===== config.mk =====
export PLATFORM = sky130hd
export DESIGN_NAME = ansi_sgr_colour_parser_top
export DESIGN_NICKNAME = d
export VERILOG_FILES = /design/src/sv/asgr_pkg.sv /design/src/sv/asgr_sgr_unit.sv /design/src/sv/ansi_sgr_colour_parser_top.sv
export VERILOG_INCLUDE_DIRS = /design/src /design/src/sv
export SDC_FILE = /design/constraint.sdc
export NUM_CORES = 1
export LEC_CHECK = 0
export ABC_AREA = 0
export BUFFER_PORTS_ARGS = -buffer_cell sky130_fd_sc_hd__buf_2
export CAP_MARGIN = 25
export CORE_ASPECT_RATIO = 0.75
export CORE_MARGIN = 2
export CORE_UTILIZATION = 27
export CTS_BUF_LIST = sky130_fd_sc_hd__clkbuf_8
export DETAILED_ROUTE_END_ITERATION = 10
export SYNTH_ARGS = -nofsm -noshare
export SYNTH_HDL_FRONTEND = slang
export SYNTH_HIERARCHICAL = 1
export SYNTH_SLANG_ARGS = --single-unit

===== constraint.sdc =====
create_clock -name i_clk -period 3.85 [get_ports i_clk]
set_clock_uncertainty 0.2 [all_clocks]
set_input_delay 0.1925 -clock i_clk [delete_from_list [all_inputs] [get_ports i_clk]]
set_output_delay 0.1925 -clock i_clk [all_outputs]
set_load 0.05 [all_outputs]

===== src/sv/ansi_sgr_colour_parser_top_macros.svh =====
// Assertion helpers for the SGR colour parser.
`ifndef ANSI_SGR_COLOUR_PARSER_TOP_MACROS_SVH
`define ANSI_SGR_COLOUR_PARSER_TOP_MACROS_SVH

// Same-cycle implication, sampled on i_clk, off while i_rst_n is low.
`define ASGR_ASSERT_NOW(label, ante, cons, msg) \
    label: assert property (@(posedge i_clk) disable iff (!i_rst_n) \
        (ante) |-> (cons)) else $error(msg);

// Next-cycle implication, sampled on i_clk, off while i_rst_n is low.
`define ASGR_ASSERT_NEXT(label, ante, cons, msg) \
    label: assert property (@(posedge i_clk) disable iff (!i_rst_n) \
        (ante) |=> (cons)) else $error(msg);

`endif


===== src/sv/asgr_pkg.sv =====
package asgr_pkg;

    localparam int CHAR_W     = 9;
    localparam int ATTR_W     = 8;
    localparam int PARAM_W    = 10;
    localparam int ACC_W      = 14;
    localparam int MAX_PARAMS = 4;
    localparam int CNT_W      = (MAX_PARAMS > 1) ? $clog2(MAX_PARAMS) : 1;

    localparam logic [CHAR_W-1:0]  CH_ESC    = 9'h01B;
    localparam logic [CHAR_W-1:0]  CH_LBRACK = 9'h05B;
    localparam logic [CHAR_W-1:0]  CH_SEMI   = 9'h03B;
    localparam logic [CHAR_W-1:0]  CH_M      = 9'h06D;
    localparam logic [CHAR_W-1:0]  CH_ZERO   = 9'h030;
    localparam logic [CHAR_W-1:0]  CH_NINE   = 9'h039;

    localparam logic [ATTR_W-1:0]  ATTR_RESET = 8'h07;
    localparam logic [PARAM_W-1:0] PARAM_SAT  = 10'd999;
    localparam logic [CNT_W-1:0]   CNT_LAST   = CNT_W'(MAX_PARAMS - 1);

    typedef enum logic [4:0] {
        S_NORMAL  = 5'b00001,
        S_ESCAPE  = 5'b00010,
        S_BRACKET = 5'b00100,
        S_PARAM   = 5'b01000,
        S_APPLY   = 5'b10000
    } t_state;

    // ANSI colour order to CGA colour order
    function automatic logic [2:0] cga_of_ansi(input logic [2:0] a);
        logic [2:0] c;
        unique case (a)
            3'd0: c = 3'd0;
            3'd1: c = 3'd4;
            3'd2: c = 3'd2;
            3'd3: c = 3'd6;
            3'd4: c = 3'd1;
            3'd5: c = 3'd5;
            3'd6: c = 3'd3;
            3'd7: c = 3'd7;
            default: c = 3'd0;
        endcase
        return c;
    endfunction

endpackage


===== src/sv/asgr_sgr_unit.sv =====
module asgr_sgr_unit (
    input  logic [asgr_pkg::ATTR_W-1:0]  i_attr,
    input  logic [asgr_pkg::PARAM_W-1:0] i_code,
    output logic [asgr_pkg::ATTR_W-1:0]  o_attr
);
    import asgr_pkg::*;

    logic [PARAM_W-1:0] fg_off;
    logic [PARAM_W-1:0] bg_off;
    logic [PARAM_W-1:0] bfg_off;
    logic [PARAM_W-1:0] bbg_off;

    assign fg_off  = i_code - PARAM_W'(30);
    assign bg_off  = i_code - PARAM_W'(40);
    assign bfg_off = i_code - PARAM_W'(90);
    assign bbg_off = i_code - PARAM_W'(100);

    // Apply one SGR code; codes outside the known set leave the attribute alone.
    always_comb begin
        priority if (i_code == PARAM_W'(0)) begin
            o_attr = ATTR_RESET;
        end else if (i_code == PARAM_W'(1)) begin
            o_attr = i_attr | 8'h08;
        end else if (fg_off < PARAM_W'(8)) begin
            o_attr = {i_attr[7:4], 1'b0, cga_of_ansi(fg_off[2:0])};
        end else if (bg_off < PARAM_W'(8)) begin
            o_attr = {1'b0, cga_of_ansi(bg_off[2:0]), i_attr[3:0]};
        end else if (bfg_off < PARAM_W'(8)) begin
            o_attr = {i_attr[7:4], 1'b1, cga_of_ansi(bfg_off[2:0])};
        end else if (bbg_off < PARAM_W'(8)) begin
            o_attr = {1'b1, cga_of_ansi(bbg_off[2:0]), i_attr[3:0]};
        end else begin
            o_attr = i_attr;
        end
    end

endmodule


===== src/sv/ansi_sgr_colour_parser_top.sv =====
// ANSI SGR colour parser.
// Input channel: i_in_valid / o_in_stall carry one console character per item
// (i_in_char, 9 bits, 256 = backspace). Output channel: o_out_valid / i_out_stall
// carry one displayed character per item with its text attribute (o_out_attr,
// foreground in the low nibble, background in the high nibble).
// Ordinary characters come out in the cycle after acceptance from an output
// register; a character can be taken every cycle while the receiver keeps
// i_out_stall low. Escape sequence characters give no output item.
// A terminating 'm' after parameters starts an apply sequence that runs the stored
// parameters one per cycle through a single SGR unit with o_in_stall high, so the
// item rate is one per cycle for text and no character is taken during an apply.
// While a finished item sits in the output register and the receiver stalls,
// o_in_stall is high and nothing is accepted; the held item stays unchanged.
// Synchronous active-low reset returns to plain text, attribute 0x07 (white on
// black), empties the output register. Parameter slots need no reset because
// each slot is written before it is read.
module ansi_sgr_colour_parser_top (
    input  logic                        i_clk,
    input  logic                        i_rst_n,
    input  logic                        i_in_valid,
    output logic                        o_in_stall,
    input  logic [asgr_pkg::CHAR_W-1:0] i_in_char,
    output logic                        o_out_valid,
    input  logic                        i_out_stall,
    output logic [asgr_pkg::CHAR_W-1:0] o_out_char,
    output logic [asgr_pkg::ATTR_W-1:0] o_out_attr
);
    import asgr_pkg::*;

    t_state              r_state,     n_state;
    logic [ATTR_W-1:0]   r_attr,      n_attr;
    logic [CNT_W-1:0]    r_count,     n_count;
    logic [CNT_W-1:0]    r_apply_idx, n_apply_idx;
    logic                r_out_valid, n_out_valid;
    logic [CHAR_W-1:0]   r_out_char,  n_out_char;
    logic [ATTR_W-1:0]   r_out_attr,  n_out_attr;
    logic [PARAM_W-1:0]  r_param [MAX_PARAMS];

    logic                in_acc;
    logic                out_busy;
    logic                is_digit;
    logic [3:0]          digit_val;
    logic [PARAM_W-1:0]  cur_param;
    logic [ACC_W-1:0]    acc_sum;
    logic [PARAM_W-1:0]  acc_sat;
    logic                param_we;
    logic [CNT_W-1:0]    param_wa;
    logic [PARAM_W-1:0]  param_wd;
    logic [PARAM_W-1:0]  apply_code;
    logic [ATTR_W-1:0]   apply_attr;

    // Hold the input while applying parameters or while the output item waits.
    assign out_busy   = r_out_valid && i_out_stall;
    assign o_in_stall = (r_state == S_APPLY) || out_busy;
    assign in_acc     = i_in_valid && !o_in_stall;

    assign is_digit  = (i_in_char >= CH_ZERO) && (i_in_char <= CH_NINE);
    assign digit_val = 4'(i_in_char - CH_ZERO);

    // Decimal accumulate: param * 10 + digit, as two shifts and two adds.
    assign cur_param = r_param[r_count];
    assign acc_sum   = {1'b0, cur_param, 3'b000} + {3'b000, cur_param, 1'b0}
                     + ACC_W'(digit_val);
    assign acc_sat   = (acc_sum > ACC_W'(PARAM_SAT)) ? PARAM_SAT : acc_sum[PARAM_W-1:0];

    // Shared SGR unit, stepped by the apply sequencer.
    assign apply_code = r_param[r_apply_idx];

    asgr_sgr_unit u_sgr (
        .i_attr (r_attr),
        .i_code (apply_code),
        .o_attr (apply_attr)
    );

    always_comb begin
        n_state     = r_state;
        n_attr      = r_attr;
        n_count     = r_count;
        n_apply_idx = r_apply_idx;
        n_out_valid = r_out_valid && i_out_stall;
        n_out_char  = r_out_char;
        n_out_attr  = r_out_attr;
        param_we    = 1'b0;
        param_wa    = r_count;
        param_wd    = acc_sat;

        unique case (r_state)
            S_NORMAL: begin
                if (in_acc) begin
                    if (i_in_char == CH_ESC) begin
                        n_state = S_ESCAPE;
                        n_count = '0;
                    end else begin
                        n_out_valid = 1'b1;
                        n_out_char  = i_in_char;
                        n_out_attr  = r_attr;
                    end
                end
            end
            S_ESCAPE: begin
                if (in_acc) begin
                    n_state = (i_in_char == CH_LBRACK) ? S_BRACKET : S_NORMAL;
                end
            end
            S_BRACKET: begin
                if (in_acc) begin
                    priority if (is_digit) begin
                        param_we = 1'b1;
                        param_wa = '0;
                        param_wd = PARAM_W'(digit_val);
                        n_state  = S_PARAM;
                    end else if (i_in_char == CH_M) begin
                        n_attr  = ATTR_RESET;
                        n_state = S_NORMAL;
                    end else begin
                        n_state = S_NORMAL;
                    end
                end
            end
            S_PARAM: begin
                if (in_acc) begin
                    priority if (is_digit) begin
                        param_we = 1'b1;
                    end else if (i_in_char == CH_SEMI) begin
                        // Open the next slot cleared, or abort once all are used.
                        if (r_count == CNT_LAST) begin
                            n_state = S_NORMAL;
                        end else begin
                            n_count  = r_count + CNT_W'(1);
                            param_we = 1'b1;
                            param_wa = r_count + CNT_W'(1);
                            param_wd = '0;
                        end
                    end else if (i_in_char == CH_M) begin
                        n_apply_idx = '0;
                        n_state     = S_APPLY;
                    end else begin
                        n_state = S_NORMAL;
                    end
                end
            end
            S_APPLY: begin
                // Advance one parameter per cycle through slots 0 .. r_count.
                n_attr = apply_attr;
                if (r_apply_idx == r_count) begin
                    n_state = S_NORMAL;
                end else begin
                    n_apply_idx = r_apply_idx + CNT_W'(1);
                end
            end
            default: begin
                n_state = S_NORMAL;
            end
        endcase
    end

    always_ff @(posedge i_clk) begin
        if (!i_rst_n) begin
            r_state     <= S_NORMAL;
            r_attr      <= ATTR_RESET;
            r_count     <= '0;
            r_apply_idx <= '0;
            r_out_valid <= 1'b0;
        end else begin
            r_state     <= n_state;
            r_attr      <= n_attr;
            r_count     <= n_count;
            r_apply_idx <= n_apply_idx;
            r_out_valid <= n_out_valid;
        end
    end

    always_ff @(posedge i_clk) begin
        r_out_char <= n_out_char;
        r_out_attr <= n_out_attr;
        if (param_we) begin
            r_param[param_wa] <= param_wd;
        end
    end

    assign o_out_valid = r_out_valid;
    assign o_out_char  = r_out_char;
    assign o_out_attr  = r_out_attr;

`include "ansi_sgr_colour_parser_top_macros.svh"

    `ASGR_ASSERT_NOW(a_apply_blocks_input, r_state == S_APPLY, o_in_stall,
        "input taken while applying parameters")
    `ASGR_ASSERT_NOW(a_apply_idx_in_range, r_state == S_APPLY, r_apply_idx <= r_count,
        "apply index passed the parameter count")
    `ASGR_ASSERT_NEXT(a_esc_enters_escape,
        in_acc && r_state == S_NORMAL && i_in_char == CH_ESC,
        r_state == S_ESCAPE && r_count == '0, "ESC did not open a sequence")
    `ASGR_ASSERT_NEXT(a_stalled_item_kept, out_busy, r_out_valid,
        "waiting output item was lost")

endmodule


# Yosys cells after proc, flatten, opt, wreduce, memory -nomap -nowiden
# Memories as Yosys holds them, arrays and structs flattened. A register that Yosys moved wholly into a read port is not among the register bits.
# Cells that the tools add are included.
# classes
addsub,9
multipliers,0
div,0
order_cmp,7
eq_ne,33
shifts,0
muxes,63
bitwise_logic,1
reduce_logical,16
# op_table
op,n
$mux W8,9
$mux W10,7
$mux W5,10
$lt A10 B4 Y1 const B,4
$mux W2,17
$pmux W5 S5,1
$ne A2 B2 Y1 const B,11
$pmux W10 S2,1
$sub A10 B7 Y10 const B,2
$eq A9 B7 Y1 const B,2
$pmux W8 S2,1
$reduce_and A8 Y1,2
$add A13 B11 Y14,1
$add A14 B4 Y14,1
$gt A14 B10 Y1 const B,1
$pmux W2 S2,3
$reduce_and A6 Y1,2
$mux W1,11
$eq A10 B1 Y1 const B,1
$logic_not A10 Y1,1
$sub A10 B5 Y10 const B,1
$sub A10 B6 Y10 const B,1
$eq A9 B5 Y1 const B,1
$eq A9 B6 Y1 const B,1
28 further kinds,37
# word_totals
register_bits,35
latchBits,0
mem_bits_rw,40
romBits,96
output_inout_bits,19
wordCells,143
memories,5
# memory_table
name,words,word_bits,rd,rd_ports_with_merged_regs,write_ports,line_no,source
r_param,4,10,2,2,1,ansi_sgr_colour_parser_top.sv:37,logic [PARAM_W-1:0] r_param [MAX_PARAMS];
(no name shown),8,3,1,0,0,asgr_pkg.sv:32,unique case (a)
(no name shown),8,3,1,0,0,asgr_pkg.sv:32,
(no name shown),8,3,1,0,0,asgr_pkg.sv:32,
(no name shown),8,3,1,0,0,asgr_pkg.sv:32,

# Depth between registers and ports, before layout
# logic_depth
word_depth,9
depth_mapped,14
mapped_depth_nobuf,12

# Hierarchy
# Netlist, hierarchy kept.
# by_module_without_submodules
mod,instances,cells_per_inst,area_each_um2,seq_area_each_um2
ansi_sgr_colour_parser_top,1,324,4110.2,2152.1
asgr_sgr_unit,1,87,590.6,0.0

# Worst setup path after synthesis
# No wires, ideal clock.
# synth_timing
kind,register to register
from,register with a tool-made name
to,memory r_param[0][1] (data pin)
setup_time_ns,0.272
arrival_ns,3.739
t_required_ns,3.378
slack_ns,-0.360
stages_incl_launch_ff,14
n_path_buf,2
cell_sequence,dfxtp_1 buf_6 mux4_2 inv_1 fa_1 fa_1 nand2b_1 a211oi_2 nand2b_2 a41oi_2 mux2_4 or3_1 buf_2 a221o_1
# synth_rtl
element,line_no
"end, declared",ansi_sgr_colour_parser_top.sv:37

==> results.md <==
- The run finished, with violations left.
- The final reports fail on negative setup slack.
- The signal arrival time at the worst endpoint is 3930 ps.
- The headroom to the max-slew limit is 49.29%.
- In this run the static leakage power is 2.068 nW.
- The die area is 18,490 µm².
- The slew at the pin with the worst max-slew slack is 757.9 ps.
- The number of buffers inserted during clock tree synthesis is 9.
- Once layout is complete, the utilization of the core stands at 34.60%.
- The clock group share of total power is 37.2%.
- The DRC violation total after the first TritonRoute iteration is 397.
- The Yosys step of the flow raised 6 warnings.
- The final hold violation count is 0.
- Once layout is complete, the cells apart from fillers number 717.
- The y dimension of the die is 118.3 µm.
- The remaining antenna violation count is 0.
- The via density per instance is 5.096.
- The tightest min-delay check is of the in2reg type.
- The first-pass GRT wire length is 18.68 mm.
- The worst setup path is launched from a flop.
- VDD sags by at most 135.4 µV.
- The sequential share of power is 55.6%.
- The total global routing track utilization is 12.80%.
- At the worst endpoint, the required time is 3730 ps.
- Each instance of the synthesized netlist takes up on average 11.44 µm².
- Ranked by instance count, the synthesized netlist is headed by 57 x sky130_fd_sc_hd__edfxtp_1, 35 x sky130_fd_sc_hd__nor2_1, 28 x sky130_fd_sc_hd__ha_1, 28 x sky130_fd_sc_hd__nand2_1.
- The number of enable flip-flop cells after synthesis is 57.
- The via count of the routed design is 3,654.
- The TritonCTS clock tree is yes.
- The final critical path takes up 105.3% of the cycle.
- The maximum number of pins on one net before global-route repair is 19.
- After detailed routing, the average wire length per cell comes to 16.16 µm.
- Summing all placed instances gives a cell area of 5436 µm².
- STA classifies the critical path endpoint as a flop.
- The cell at the root of the clock tree is sky130_fd_sc_hd__clkbuf_8.
- Across the run, the number of max-cap violations was 0.
- In the synthesized netlist the async set-or-reset flop fraction comes to 0%.
- After floorplanning, the core was sized to cover 16,930 µm².
- The number of cells in the design after placement is 688.
- The weighted congestion at the end of routability-driven global placement is 0.8554.
- Counting distinct cell types in the post-synthesis netlist gives 67.
- From synthesis to final layout, the design area changed by 24.62%.
- The synthesized netlist occupies a cell area of 4701 µm².
- The share of final-layout standard cells stronger than drive strength 1 is 29.88%.
- The proportion of synthesized chip area in sequential cells is 45.78%.
- In the final routing, the length of wire on met1 measures 5.686 mm.
- The number of clock sinks is 79.
- The clock reaches the later pin of the worst-skew pair after 350 ps.
- The area share of the largest cell type after synthesis is 36.41%.
- The pre-CTS worst setup slack is -448.8 ps.
- In this run the number of H-tree levels came out at 3.
- Ranked by total cell area, the synthesized netlist is headed by sky130_fd_sc_hd__edfxtp_1 36%, sky130_fd_sc_hd__mux4_2 9.6%, sky130_fd_sc_hd__dfxtp_1 9.4%, sky130_fd_sc_hd__ha_1 7.5%, sky130_fd_sc_hd__nor2_1 2.8%.
- The worst setup path is of the reg2reg kind.
- The share of total power dissipated in combinational logic is 7.2%.
- The highest clock rate is 246.8 MHz.
- In the detailed route, the total length drawn on met2 is 5.123 mm.
- The number of slew-limit violations in the final report is 0.
- Summed over all layers, the global routing overflow is 0.
- The number of antenna violations at the first check in global routing is 0.
- Setup repair after global routing could not meet its margin everywhere.
- The most frequently used flop master after synthesis is sky130_fd_sc_hd__edfxtp_1.
- The count of final setup violators is 28.
- The longest clock path from root to sink contains 2 buffers.
- The number of nets in the synthesized netlist is 454.
- The number of nets at the end of the flow is 540.
- The analysis attributes to net switching a power of 396.3 µW.
- The most frequent cell after synthesis is sky130_fd_sc_hd__edfxtp_1.
- The count of boundary I/O pins is 32.
- The cell type with the largest total area after synthesis is sky130_fd_sc_hd__edfxtp_1.
- The final wirelength is 11.59 mm.
- The placed wire-length estimate after detailed placement is 8.801 mm.
- The number of buffers inserted by port buffering is 31.
- The total negative slack for setup checks is -3275 ps.
- The total power divided by cell area is 281.3 nW/µm².
- The worst-case setup margin in the final layout is -202.2 ps.
- The top layer reached by signal wires is met4.
- The routed design uses 667 µm of met3 wire.
- The maximum fanout along the worst path is 5.
- The number of antenna diodes in the final layout is 0.
- The internal power of the cells totals 1.252 mW.
- The starting density of the core is 27.77%.
- With fillers left out, the area of the finished cells amounts to 5858 µm².
- The via count of the first global-routing pass is 3,578.
- The number of search-and-repair iterations in the first detailed-routing pass is 5.
- The final critical delay including setup and external delays is 4052 ps.
- The chip width is 156.4 µm.
- The number of DRC violations after detailed routing is 0.
- In this run switching power makes up 24.05% of total power.
- The number of placement rows is 41.
- The number of instances in the synthesized netlist is 411.
- The register bit count reported by yosys is 79.
- The clock-pin slew on the worst setup and hold paths is 80 ps.
[state kept, by name, indices dropped and copies added (netlist names), named ones only]
name,flops
r_apply_idx,2
o_out_char,9
r_attr,8
o_out_attr,8
r_param,40
r_state,5
r_count,2
o_out_valid,1
[power groups by stage]
| stage | combinational [mW] | sequential (mW) | clock (mW) |
|---|---|---|---|
| after global placement | 0.104 | 0.937 | 0 |
| after global routing | 0.127 | 0.918 | 0.659 |
| final | 0.119 | 0.917 | 0.613 |
| after floorplan | 0.0385 | 0.971 | 0 |
| after CTS | 0.116 | 0.917 | 0.628 |
| after detailed placement | 0.105 | 0.937 | 0 |
[path summary, 6_finish.rpt]
kind                            cells after the start       endpoint  slack, ps    startpoint
worst max-delay path                               11  r_param[2][2]       -200          flop
worst min-delay path                                2  o_out_char[2]         30  i_in_char[2]
worst max register to register                     11  r_param[2][2]       -200          flop
worst min register to register                      0  o_out_attr[1]        270     r_attr[1]
[what timing repair did]
action | CTS | global route
pin swaps | 8 | 5
endpoints found under the setup margin | 40 | 45
setup buffers | 3 | 0
resized for setup | 11 | 10
hold buffers | 10 | 0
cloned | 0 | 0
endpoints found under the hold margin | 13 | 0
[per-stage QoR]
stage | power [mW] | hold slack, ps
2_1_floorplan | 1.010 | 91.37
6_report | 1.648 | 31.22
3_3_place_gp | 1.041 | 201.3
4_1_cts | 1.661 | 8.149
5_1_grt | 1.704 | 28.57
3_5_place_dp | 1.042 | 201.5
[worst max-delay path, cell delays in order, from the launching register on]
cell	delay [ps]
sky130_fd_sc_hd__dfxtp_4	380
sky130_fd_sc_hd__mux4_2	540
sky130_fd_sc_hd__inv_2	80
sky130_fd_sc_hd__fa_2	460
sky130_fd_sc_hd__fa_2	400
sky130_fd_sc_hd__nand2b_4	160
sky130_fd_sc_hd__a211oi_4	210
sky130_fd_sc_hd__nand2b_4	170
sky130_fd_sc_hd__a41oi_2	110
sky130_fd_sc_hd__mux2_4	320
sky130_fd_sc_hd__or3_4	370
sky130_fd_sc_hd__a221o_1	390
[logic make-up after synthesis]
logic type               share of synthesized area [%]
multiplexers                                     10.99
flip-flops                                       45.78
adder cells (fa/ha/maj)                          8.305
AND/OR/NAND/NOR                                  15.94
buffers and inverters                            2.289
XOR/XNOR                                         2.236
AO/OA/AOI/OAI                                    14.45
[cell type report]
type | instances | area (µm²)
fillers | 1655 | 11070
multi-input cells | 307 | 2581
flip-flops and latches | 79 | 2157
repair buffers | 87 | 604.3
well taps | 215 | 269.0
clock buffers | 9 | 123.9
clock inverters | 7 | 73.82
inverters | 13 | 48.80
[routing by layer]
layer	up-vias	track usage, %
met5	-	0
met4	0	2.810
met3	13	2.714
met2	104	18.97
met1	1779	19.06
li1	1758	-
[cells in the final DEF, fill, tap and decap left out, drive strengths merged, types with 7 or more instances in the layout]
cell type,n
a21boi,7
nand2b,8
edfxtp,57
a22oi,7
inv,13
nor2b,12
nor3,15
nand3,10
nor2,36
dfxtp,22
buf,77
nand2,28
clkbuf,9
a21oi,20
dlygate4sd3,10
ha,28
o21ai,25
mux4,20
Power figures use the tool's default switching activity.
